`config.mk`:
```
export PLATFORM = sky130hd
export DESIGN_NAME = ordered_list_insert_delete_search_core
export DESIGN_NICKNAME = d
export VERILOG_FILES = /design/src/hw/rtl/olist_pkg.sv /design/src/hw/rtl/ordered_list_insert_delete_search_core.sv /design/src/hw/rtl/olist_ctrl.sv /design/src/hw/rtl/olist_dp.sv
export SDC_FILE = /design/constraint.sdc
export NUM_CORES = 2
export LEC_CHECK = 0
export ABC_CLOCK_PERIOD_IN_PS = 5740
export BUFFER_PORTS_ARGS = -buffer_cell sky130_fd_sc_hd__buf_2
export CORE_MARGIN = 10
export CORE_UTILIZATION = 34
export CTS_BUF_LIST = sky130_fd_sc_hd__clkbuf_4 sky130_fd_sc_hd__clkbuf_8
export DETAILED_ROUTE_END_ITERATION = 16
export HOLD_SLACK_MARGIN = 0.08
export PLACE_DENSITY = 0.49
export SLEW_MARGIN = 0
export SYNTH_ARGS = -nofsm -noshare
export SYNTH_HDL_FRONTEND = slang
export SYNTH_SLANG_ARGS = --single-unit
export TNS_END_PERCENT = 30
```
`constraint.sdc`:
```
create_clock -name clk_i -period 5.74 [get_ports clk_i]
set_input_delay 1.148 -clock clk_i [delete_from_list [all_inputs] [get_ports clk_i]]
set_output_delay 1.148 -clock clk_i [all_outputs]
set_load 0.01 [all_outputs]
```
`src/hw/rtl/olist_pkg.sv`:
```
// Types and constants shared by the ordered list core modules.
`timescale 1ns / 1ps
`default_nettype none

package olist_pkg;

  localparam int ListDepth = 16;
  localparam int IdxW      = 4;
  localparam int CountW    = 5;
  localparam int DataW     = 32;

  localparam logic [1:0] FuncInsert = 2'd0;
  localparam logic [1:0] FuncDelete = 2'd1;
  localparam logic [1:0] FuncSearch = 2'd2;

  localparam logic [1:0] StatusOk     = 2'd0;
  localparam logic [1:0] StatusBounds = 2'd1;
  localparam logic [1:0] StatusFull   = 2'd2;

  typedef struct packed {
    logic [1:0]              func;
    logic signed [DataW-1:0] value;
    logic [CountW-1:0]       position;
  } req_t;

  typedef struct packed {
    logic [1:0]              status;
    logic signed [DataW-1:0] removed_value;
    logic                    found;
    logic [IdxW-1:0]         found_position;
    logic [CountW-1:0]       length;
    logic                    empty_res;
  } rsp_t;

  typedef struct packed {
    logic load;
    logic exec;
    logic finish;
  } cmd_t;

  typedef enum logic [1:0] {
    StIdle,
    StExec,
    StDone
  } state_e;

endpackage

`default_nettype wire

```
`src/hw/rtl/ordered_list_insert_delete_search_core.sv`:
```
// Top level of the ordered list core with insert, delete and search.
// Each accepted word passes the load, execute and encode steps of the controller
// in order, and the result word is strobed once the encode step has registered it.
// Start is taken only while idle; busy is low again in the cycle of the strobe.
// Reset clears the length and the controller; list entries hold no reset value.
// The receiver cannot stall, so each result is shown for exactly one cycle.
`timescale 1ns / 1ps
`default_nettype none

module ordered_list_insert_delete_search_core (
  input  wire logic        clk_i,
  input  wire logic        rst_ni,
  input  wire logic        start,
  output logic             busy,
  input  olist_pkg::req_t  req_i,
  output logic             result_valid_o,
  output olist_pkg::rsp_t  rsp_o
);
  import olist_pkg::*;

  cmd_t cmd;

  olist_ctrl u_ctrl (
    .clk_i          (clk_i),
    .rst_ni         (rst_ni),
    .start          (start),
    .cmd_o          (cmd),
    .busy           (busy),
    .result_valid_o (result_valid_o)
  );

  olist_dp u_dp (
    .clk_i  (clk_i),
    .rst_ni (rst_ni),
    .cmd_i  (cmd),
    .req_i  (req_i),
    .rsp_o  (rsp_o)
  );

endmodule

`default_nettype wire

```
`src/hw/rtl/olist_ctrl.sv`:
```
// Controller state machine that sequences each list operation.
`timescale 1ns / 1ps
`default_nettype none

module olist_ctrl (
  input  wire logic          clk_i,
  input  wire logic          rst_ni,
  input  wire logic          start,
  output olist_pkg::cmd_t    cmd_o,
  output logic               busy,
  output logic               result_valid_o
);
  import olist_pkg::*;

  state_e state_q, state_d;
  logic   valid_q, valid_d;

  always_ff @(posedge clk_i or negedge rst_ni) begin
    if (!rst_ni) begin
      state_q <= StIdle;
      valid_q <= 1'b0;
    end else begin
      state_q <= state_d;
      valid_q <= valid_d;
    end
  end

  always_comb begin
    state_d = state_q;
    cmd_o   = '0;
    case (state_q)
      StIdle: begin
        if (start) begin
          cmd_o.load = 1'b1;
          state_d    = StExec;
        end
      end
      StExec: begin
        cmd_o.exec = 1'b1;
        state_d    = StDone;
      end
      StDone: begin
        cmd_o.finish = 1'b1;
        state_d      = StIdle;
      end
      default: begin
        state_d = StIdle;
      end
    endcase
    valid_d = cmd_o.finish;
  end

  assign busy           = (state_q != StIdle);
  assign result_valid_o = valid_q;

endmodule

`default_nettype wire

```
`src/hw/rtl/olist_dp.sv`:
```
// Datapath holding the list entries, the length and the result word.
`timescale 1ns / 1ps
`default_nettype none

module olist_dp (
  input  wire logic            clk_i,
  input  wire logic            rst_ni,
  input  olist_pkg::cmd_t      cmd_i,
  input  olist_pkg::req_t      req_i,
  output olist_pkg::rsp_t      rsp_o
);
  import olist_pkg::*;

  req_t                    op_q;
  logic signed [DataW-1:0] entries_q [ListDepth];
  logic [CountW-1:0]       count_q, count_d;
  logic [ListDepth-1:0]    match_q, match_d;
  logic [1:0]              status_q, status_d;
  logic signed [DataW-1:0] removed_q, removed_d;
  logic                    do_ins, do_del;
  logic [IdxW-1:0]         fpos;
  rsp_t                    rsp_q;

  always_comb begin
    status_d  = StatusOk;
    removed_d = '0;
    match_d   = '0;
    count_d   = count_q;
    do_ins    = 1'b0;
    do_del    = 1'b0;
    case (op_q.func)
      FuncInsert: begin
        if (op_q.position > count_q) begin
          status_d = StatusBounds;
        end else if (count_q == CountW'(ListDepth)) begin
          status_d = StatusFull;
        end else begin
          do_ins  = 1'b1;
          count_d = count_q + CountW'(1);
        end
      end
      FuncDelete: begin
        if (op_q.position >= count_q) begin
          status_d = StatusBounds;
        end else begin
          do_del    = 1'b1;
          removed_d = entries_q[op_q.position[IdxW-1:0]];
          count_d   = count_q - CountW'(1);
        end
      end
      FuncSearch: begin
        for (int i = 0; i < ListDepth; i++) begin
          match_d[i] = (entries_q[i] == op_q.value) && (CountW'(i) < count_q);
        end
      end
      default: begin
      end
    endcase
  end

  always_ff @(posedge clk_i) begin
    if (cmd_i.load) begin
      op_q <= req_i;
    end
    if (cmd_i.exec) begin
      match_q   <= match_d;
      status_q  <= status_d;
      removed_q <= removed_d;
      for (int i = 0; i < ListDepth; i++) begin
        if (do_ins) begin
          if (CountW'(i) == op_q.position) begin
            entries_q[i] <= op_q.value;
          end else if ((CountW'(i) > op_q.position) && (i > 0)) begin
            entries_q[i] <= entries_q[(i > 0) ? i - 1 : 0];
          end
        end else if (do_del) begin
          if ((CountW'(i) >= op_q.position) && (i < ListDepth - 1)) begin
            entries_q[i] <= entries_q[(i < ListDepth - 1) ? i + 1 : i];
          end
        end
      end
    end
  end

  always_ff @(posedge clk_i or negedge rst_ni) begin
    if (!rst_ni) begin
      count_q <= '0;
    end else if (cmd_i.exec) begin
      count_q <= count_d;
    end
  end

  always_comb begin
    fpos = '0;
    for (int i = ListDepth - 1; i >= 0; i--) begin
      if (match_q[i]) begin
        fpos = IdxW'(i);
      end
    end
  end

  always_ff @(posedge clk_i) begin
    if (cmd_i.finish) begin
      rsp_q.status         <= status_q;
      rsp_q.removed_value  <= removed_q;
      rsp_q.found          <= |match_q;
      rsp_q.found_position <= fpos;
      rsp_q.length         <= count_q;
      rsp_q.empty_res      <= (count_q == '0);
    end
  end

  assign rsp_o = rsp_q;

endmodule

`default_nettype wire

```
-- After elaboration in Yosys (flattened, before gate mapping)
Memory sizes are Yosys's and may differ from the RTL's. A register that Yosys moved wholly into a read port is not among the register bits.
Index checks and enable logic that the tools add are counted.
- register bits: 110
- input port bits: 42
- memory bits (writable): 512
- memories kept: 1
- memory list (memory ; depth ; bits a word ; read ports ; clocked after memory_dff ; write ports ; RTL line ; source):
    u_dp.entries_q ; 16 ; 32 ; 17 ; 1 ; 16 ; olist_dp.sv:15 ; logic signed [DataW-1:0] entries_q [ListDepth];
- multiplexer cells: 278
- equal/unequal tests: 40
- $add $sub $neg: 2
- reductions and logical operators: 28
- bitwise logic cells: 31
- order comparisons: 48
- operators with widths (kind ; number):
    2-to-1 mux 32 bit ; 30
    equality test 32 bit ; 16
    2-to-1 mux 1 bit ; 225
    equality test 4 x 5 -> 1 bit (first input constant) ; 8
    > comparator 4 x 5 -> 1 bit (first input constant) ; 8
    less-than comparator 4 x 5 -> 1 bit (first input constant) ; 8
    greater-or-equal comparator 4 x 5 -> 1 bit (first input constant) ; 7
    2-to-1 mux 4 bit ; 8
    bitwise OR 1 bit ; 30
    equality test 3 x 5 -> 1 bit (first input constant) ; 4
    greater-or-equal comparator 3 x 5 -> 1 bit (first input constant) ; 4
    > comparator 3 x 5 -> 1 bit (first input constant) ; 4
    less-than comparator 3 x 5 -> 1 bit (first input constant) ; 4
    logical AND 1 bit ; 16
    OR reduction 16 bit ; 1
    2-to-1 mux 5 bit ; 3
    2-to-1 mux 3 bit ; 4
    equality test 2 x 5 -> 1 bit (first input constant) ; 2
    greater-or-equal comparator 1 x 5 -> 1 bit (first input constant) ; 2
    greater-or-equal comparator 2 x 5 -> 1 bit (first input constant) ; 2
    > comparator 2 x 5 -> 1 bit (first input constant) ; 2
    logical NOT 5 bit ; 2
    less-than comparator 1 x 5 -> 1 bit (first input constant) ; 2
    less-than comparator 2 x 5 -> 1 bit (first input constant) ; 2
    20 further kinds ; 33

-- Logic depth before layout (Yosys ltp)
- word-level depth: 15
- depth in mapped cells: 13

-- Modules after synthesis
Synthesis repeated with hierarchy kept, for this count alone.
- cells, all modules: 4316
- area total of the unflattened synthesis: 43040.0 µm²
- modules (own cells, without submodules) (module ; area an instance (µm²) ; times used ; cells each):
    olist_dp ; 42909.9 ; 1 ; 4305
    olist_ctrl ; 130.1 ; 1 ; 11

-- Worst setup path after synthesis
OpenSTA, ideal clock, no wires.
- kind: reg-to-reg
- start point: reg u_dp.op_q[0] in the netlist's numbering
- end point: mem u_dp.entries_q[12][0], enable pin
- arrival time: 4384 ps
- clock period less this slack: 4850 ps
- cell stages (with the launch flop): 13
- setup time: 466 ps
- slack: 890 ps
- required time: 5274 ps
- cell sequence: edfxtp_1 buf_2 buf_2 inv_1 ha_1 and2_1 and2_2 a21oi_2 buf_6 buf_6 buf_2 clkbuf_1 o21ai_0
- RTL lines (element ; RTL line ; source):
    from (decl) ; olist_dp.sv:14 ; req_t op_q;
    from (signal assigned) ; olist_dp.sv:63 ; op_q <= req_i;
    to (decl) ; olist_dp.sv:15 ;

-- Worst setup path after layout
- start point: reg u_dp.op_q[12] in the netlist's numbering
- end point: reg u_dp.match_q[4] (data pin)
- word-level cells in the longest chain between the ends: 2
- ends and longest elaborated chain (element ; RTL line ; source):
    equality test 32 bit ; olist_dp.sv:53 ; match_d[i] = (entries_q[i] == op_q.value) && (CountW'(i) < count_q);
    logical AND 1 bit ; olist_dp.sv:53 ;
    to (signal assigned) ; olist_dp.sv:66 ; match_q <= match_d;
    to (decl) ; olist_dp.sv:17 ; logic [ListDepth-1:0] match_q, match_d;
Every way passes these cells.
A chain may end at the register's enable or synchronous reset.

==> impl_metrics.py <==
metrics = {
    "status": {
        "status": "finished clean",
    },
    "drt": {
        "num_vias": 39400,
        "drtPass1Iterations": 6,
        "ant_nets": 0,
        "route.detailed.drc": 0,
        "drt_iter0_drc": 6535,
        "via_per_inst": 6.80,
        "routedWlPerCell_um": 35.7,
        "wl_um": 207000,
    },
    "clock_network": {
        "cts_max_level": 4,
        "cts.reportedPaths.clkPinSlew_ns": 0.06,
        "cts.repair.resized": 0,
        "clk-insertion-delay-late_ns": 0.91,
        "cts_buffers": 130,
        "cts_setup_buffers": 0,
        "clock-sinks": 654,
        "cts_tree": "yes",
        "clockBufferDepth": 3,
        "hold_buffers": 1,
        "root_buffer": "clkbuf_8",
    },
    "synth": {
        "synth.net_count": 4269,
        "synthDistinctLibCells": 74,
        "ys_seq_elements": 654,
        "synth_cells": 4218,
        "synth_ff_type": "edfxtp_1",
        "synth_area_mm2": 0.0438,
        "syn_avg_cell_area_um2": 10.4,
        "seq_area_frac_synth_pct": 44.7,
        "yosysWarnings": 0,
        "synth-async-reset-ratio_pct": 1.22,
        "synth_edf_count": 646,
    },
    "pwr": {
        "finalPower_mw": 15.0,
        "irDropWorstVdd_v": 0.000525,
        "p_leak_nw": 14.4,
        "powerDensity_mw_per_mm2": 312,
    },
    "cells_and_area": {
        "drive_above_1_share_pct": 16.4,
        "area_growth_pct": 9.65,
        "nNetsFinal": 4086,
    },
    "worst_setup_path": {
        "cp-end-kind": "flip-flop",
        "crit_chain": "xnor2_1, nand4_1, a2111oi_0, nand2_1, nor4_1",
        "rr_startpoint": "u_dp.op_q[12]$_DFFE_PP_",
        "max_stage_delay_ns": 1.09,
        "cp.arrival_ns": 4.75,
        "path_delay_family": "simple AND/OR/NAND/NOR gates",
        "slowest_stage": "nor4_1",
        "start_kind": "flip-flop",
        "r2r_end": "u_dp.match_q[4]$_SDFFCE_PP0P_",
        "crit_buf_inv": 0,
        "crit_required_ns": 6.25,
        "regToRegSetupSlack_ns": 1.50,
        "worstPathMaxFanout": 9,
        "rr_worst_depth": 5,
        "critPathKind": "flip-flop to flip-flop",
    },
    "floorplanning": {
        "core_area_mm2": 0.128,
        "initial_core_util_pct": 34.3,
        "fp.dieW_um": 379,
        "rows": 131,
        "dieArea_mm2": 0.144,
        "io_pins": 89,
        "die_y_um": 379,
    },
    "sta": {
        "hold_viol": 0,
        "drv_slew": 0,
        "setup-tns-final_ns": 0,
        "max_freq_mhz": 236,
        "fin_crit_sh_pct": 73.9,
        "rsz0062_at_grt": "false",
        "relSlewSlack_pct": 10.2,
        "worst_pin_slew_ns": 1.35,
        "final-setup-viol-count": 0,
        "fin_crit_ns": 4.24,
        "skew_ns": 0.0438,
    },
    "worst_hold_path": {
        "min_path_type": "flip-flop to flip-flop",
        "min_from": "u_dp.removed_q[9]$_SDFFCE_PP0P_",
        "whs_path_depth": 0,
        "holdPathEnd": "u_dp.rsp_o[20]$_DFFE_PP_",
    },
    "placed_design": {
        "portBuffers": 88,
        "place_hpwl_um": 140000,
        "gp_congestion": 0.935,
    },
    "job": {
        "max-cap-violations": 0,
    },
    "global_route": {
        "grt_pass1_vias": 36000,
        "grt_use_total_pct": 27.8,
        "grt_max_degree": 158,
        "grt_remaining_overflow": 0,
        "antenna_found_initial": 15,
        "grt_pass1_wl_um": 290000,
    },
}
==> sequential cells by signal, summed over array words and instances, names as in the netlist, 2 cells and up <==
register / cells
u_ctrl.state_q: 2
u_dp.count_q: 5
u_dp.entries_q: 512
u_dp.match_q: 16
u_dp.op_q: 39
u_dp.removed_q: 32
u_dp.rsp_o: 45
u_dp.status_q: 2
==> cell families (layout without fill, tap and decap cells) <==
group	Yosys count	in the layout	share of synthesized area (%)
AOI/OAI and AO/OA	1194	1194	17.3
xor gates and xnor gates	514	514	10.3
adders and majority gates	9	9	0.257
buffers and inverters	561	471	5.30
DFF	654	654	44.7
muxes	238	238	9.34
other	0	5	0
and+or+nand+nor	1048	1048	12.8
==> power breakdown <==
group	switching [mW]	internal [mW]
logic	3.34	0.972
registers	0.235	5.53
clock network	2.33	2.55
total	5.91	9.06
==> Yosys cell counts (all sizes together) (2+ instances only) <==
cell type / count / area share (%)
clkbuf: 403 / 3.5
o2111ai: 2 / 0.040
buf: 139 / 1.7
o31ai: 2 / 0.046
nand3: 251 / 2.9
a32oi: 82 / 1.6
mux2: 64 / 1.9
a21oi: 152 / 1.8
or2: 5 / 0.071
nor3b: 53 / 0.91
nor4b: 2 / 0.074
o22ai: 16 / 0.23
ha: 9 / 0.26
nor3: 215 / 2.5
a31oi: 289 / 4.1
nand4: 145 / 2.1
and3: 11 / 0.16
o32a: 61 / 1.4
o31a: 2 / 0.040
nand2b: 6 / 0.086
a221o: 19 / 0.43
nand2: 26 / 0.23
a21o: 2 / 0.034
mux4: 121 / 6.2
xnor2: 240 / 4.8
inv: 19 / 0.16
nor4: 81 / 1.2
and2: 44 / 0.63
dfrtp: 8 / 0.46
nor2: 198 / 1.7
a2bb2oi: 77 / 1.5
o221ai: 26 / 0.52
xor2: 274 / 5.5
or4: 2 / 0.034
mux2i: 53 / 1.2
o21ai: 443 / 5.1
a2111oi: 11 / 0.26
edfxtp: 646 / 44
nor2b: 4 / 0.057
o21a: 2 / 0.034
==> layout by cell type, fill, tap and decap left out, drive strengths merged, types with 8 or more instances in the layout <==
| cell type | count |
|---|---|
| a2111oi | 11 |
| a21oi | 152 |
| a221o | 19 |
| a2bb2oi | 77 |
| a31oi | 289 |
| a32oi | 82 |
| and2 | 44 |
| and3 | 11 |
| buf | 226 |
| clkbuf | 179 |
| clkinv | 33 |
| dfrtp | 8 |
| edfxtp | 646 |
| ha | 9 |
| inv | 23 |
| mux2 | 64 |
| mux2i | 53 |
| mux4 | 121 |
| nand2 | 26 |
| nand3 | 251 |
| nand4 | 145 |
| nor2 | 198 |
| nor3 | 215 |
| nor3b | 53 |
| nor4 | 81 |
| o21ai | 443 |
| o221ai | 26 |
| o22ai | 16 |
| o32a | 61 |
| xnor2 | 240 |
| xor2 | 274 |
==> through the flow <==
step                hold slack [ns]  area [µm²]  util [%]  std cells  setup slack, ns
finish                        0.409       48000      37.6       5795             1.50
global route                  0.401       48000      37.6       5792             1.33
CTS                           0.355       48000      37.6       5790             1.62
detailed placement            0.405       45500      35.6       5564             1.62
global placement              0.401       45500      35.6       5563             1.11
floorplan                     0.400       43800         -       4218            0.890
==> metal layers <==
| layer | routed length (µm) | GRT usage (%) |
|---|---|---|
| met1 | 83700 | 38.5 |
| met2 | 87400 | 39.7 |
| met3 | 25200 | 8.28 |
| met4 | 10500 | 12.4 |
| met5 | 40 | 0 |
==> final cells by class <==
cell class / count / area (µm²)
multi-input cells: 3003 / 22200
flip-flops and latches: 654 / 19600
inverters: 19 / 71.3
repair buffers: 227 / 1610
clock inverters: 46 / 283
diodes: 5 / 12.5
clock buffers: 179 / 2190
well taps: 1662 / 2080
fillers: 12700 / 79800
==> how the worst max path moves through the flow <==
stage                                startpoint                                to  depth (start not counted)
finish                  u_dp.op_q[12]$_DFFE_PP_     u_dp.match_q[4]$_SDFFCE_PP0P_                          5
global route        u_dp.count_q[2]$_DFFE_PN0P_   u_dp.entries_q[2][12]$_DFFE_PP_                         10
CTS                 u_dp.count_q[3]$_DFFE_PN0P_  u_dp.entries_q[13][11]$_DFFE_PP_                          8
detailed placement  u_dp.count_q[2]$_DFFE_PN0P_   u_dp.entries_q[6][31]$_DFFE_PP_                         10
global placement        u_dp.op_q[31]$_DFFE_PP_    u_dp.match_q[14]$_SDFFCE_PP0P_                          6
floorplan                u_dp.op_q[0]$_DFFE_PP_   u_dp.entries_q[12][0]$_DFFE_PP_                         12
Note: power is estimated with default switching activity, not from simulation.
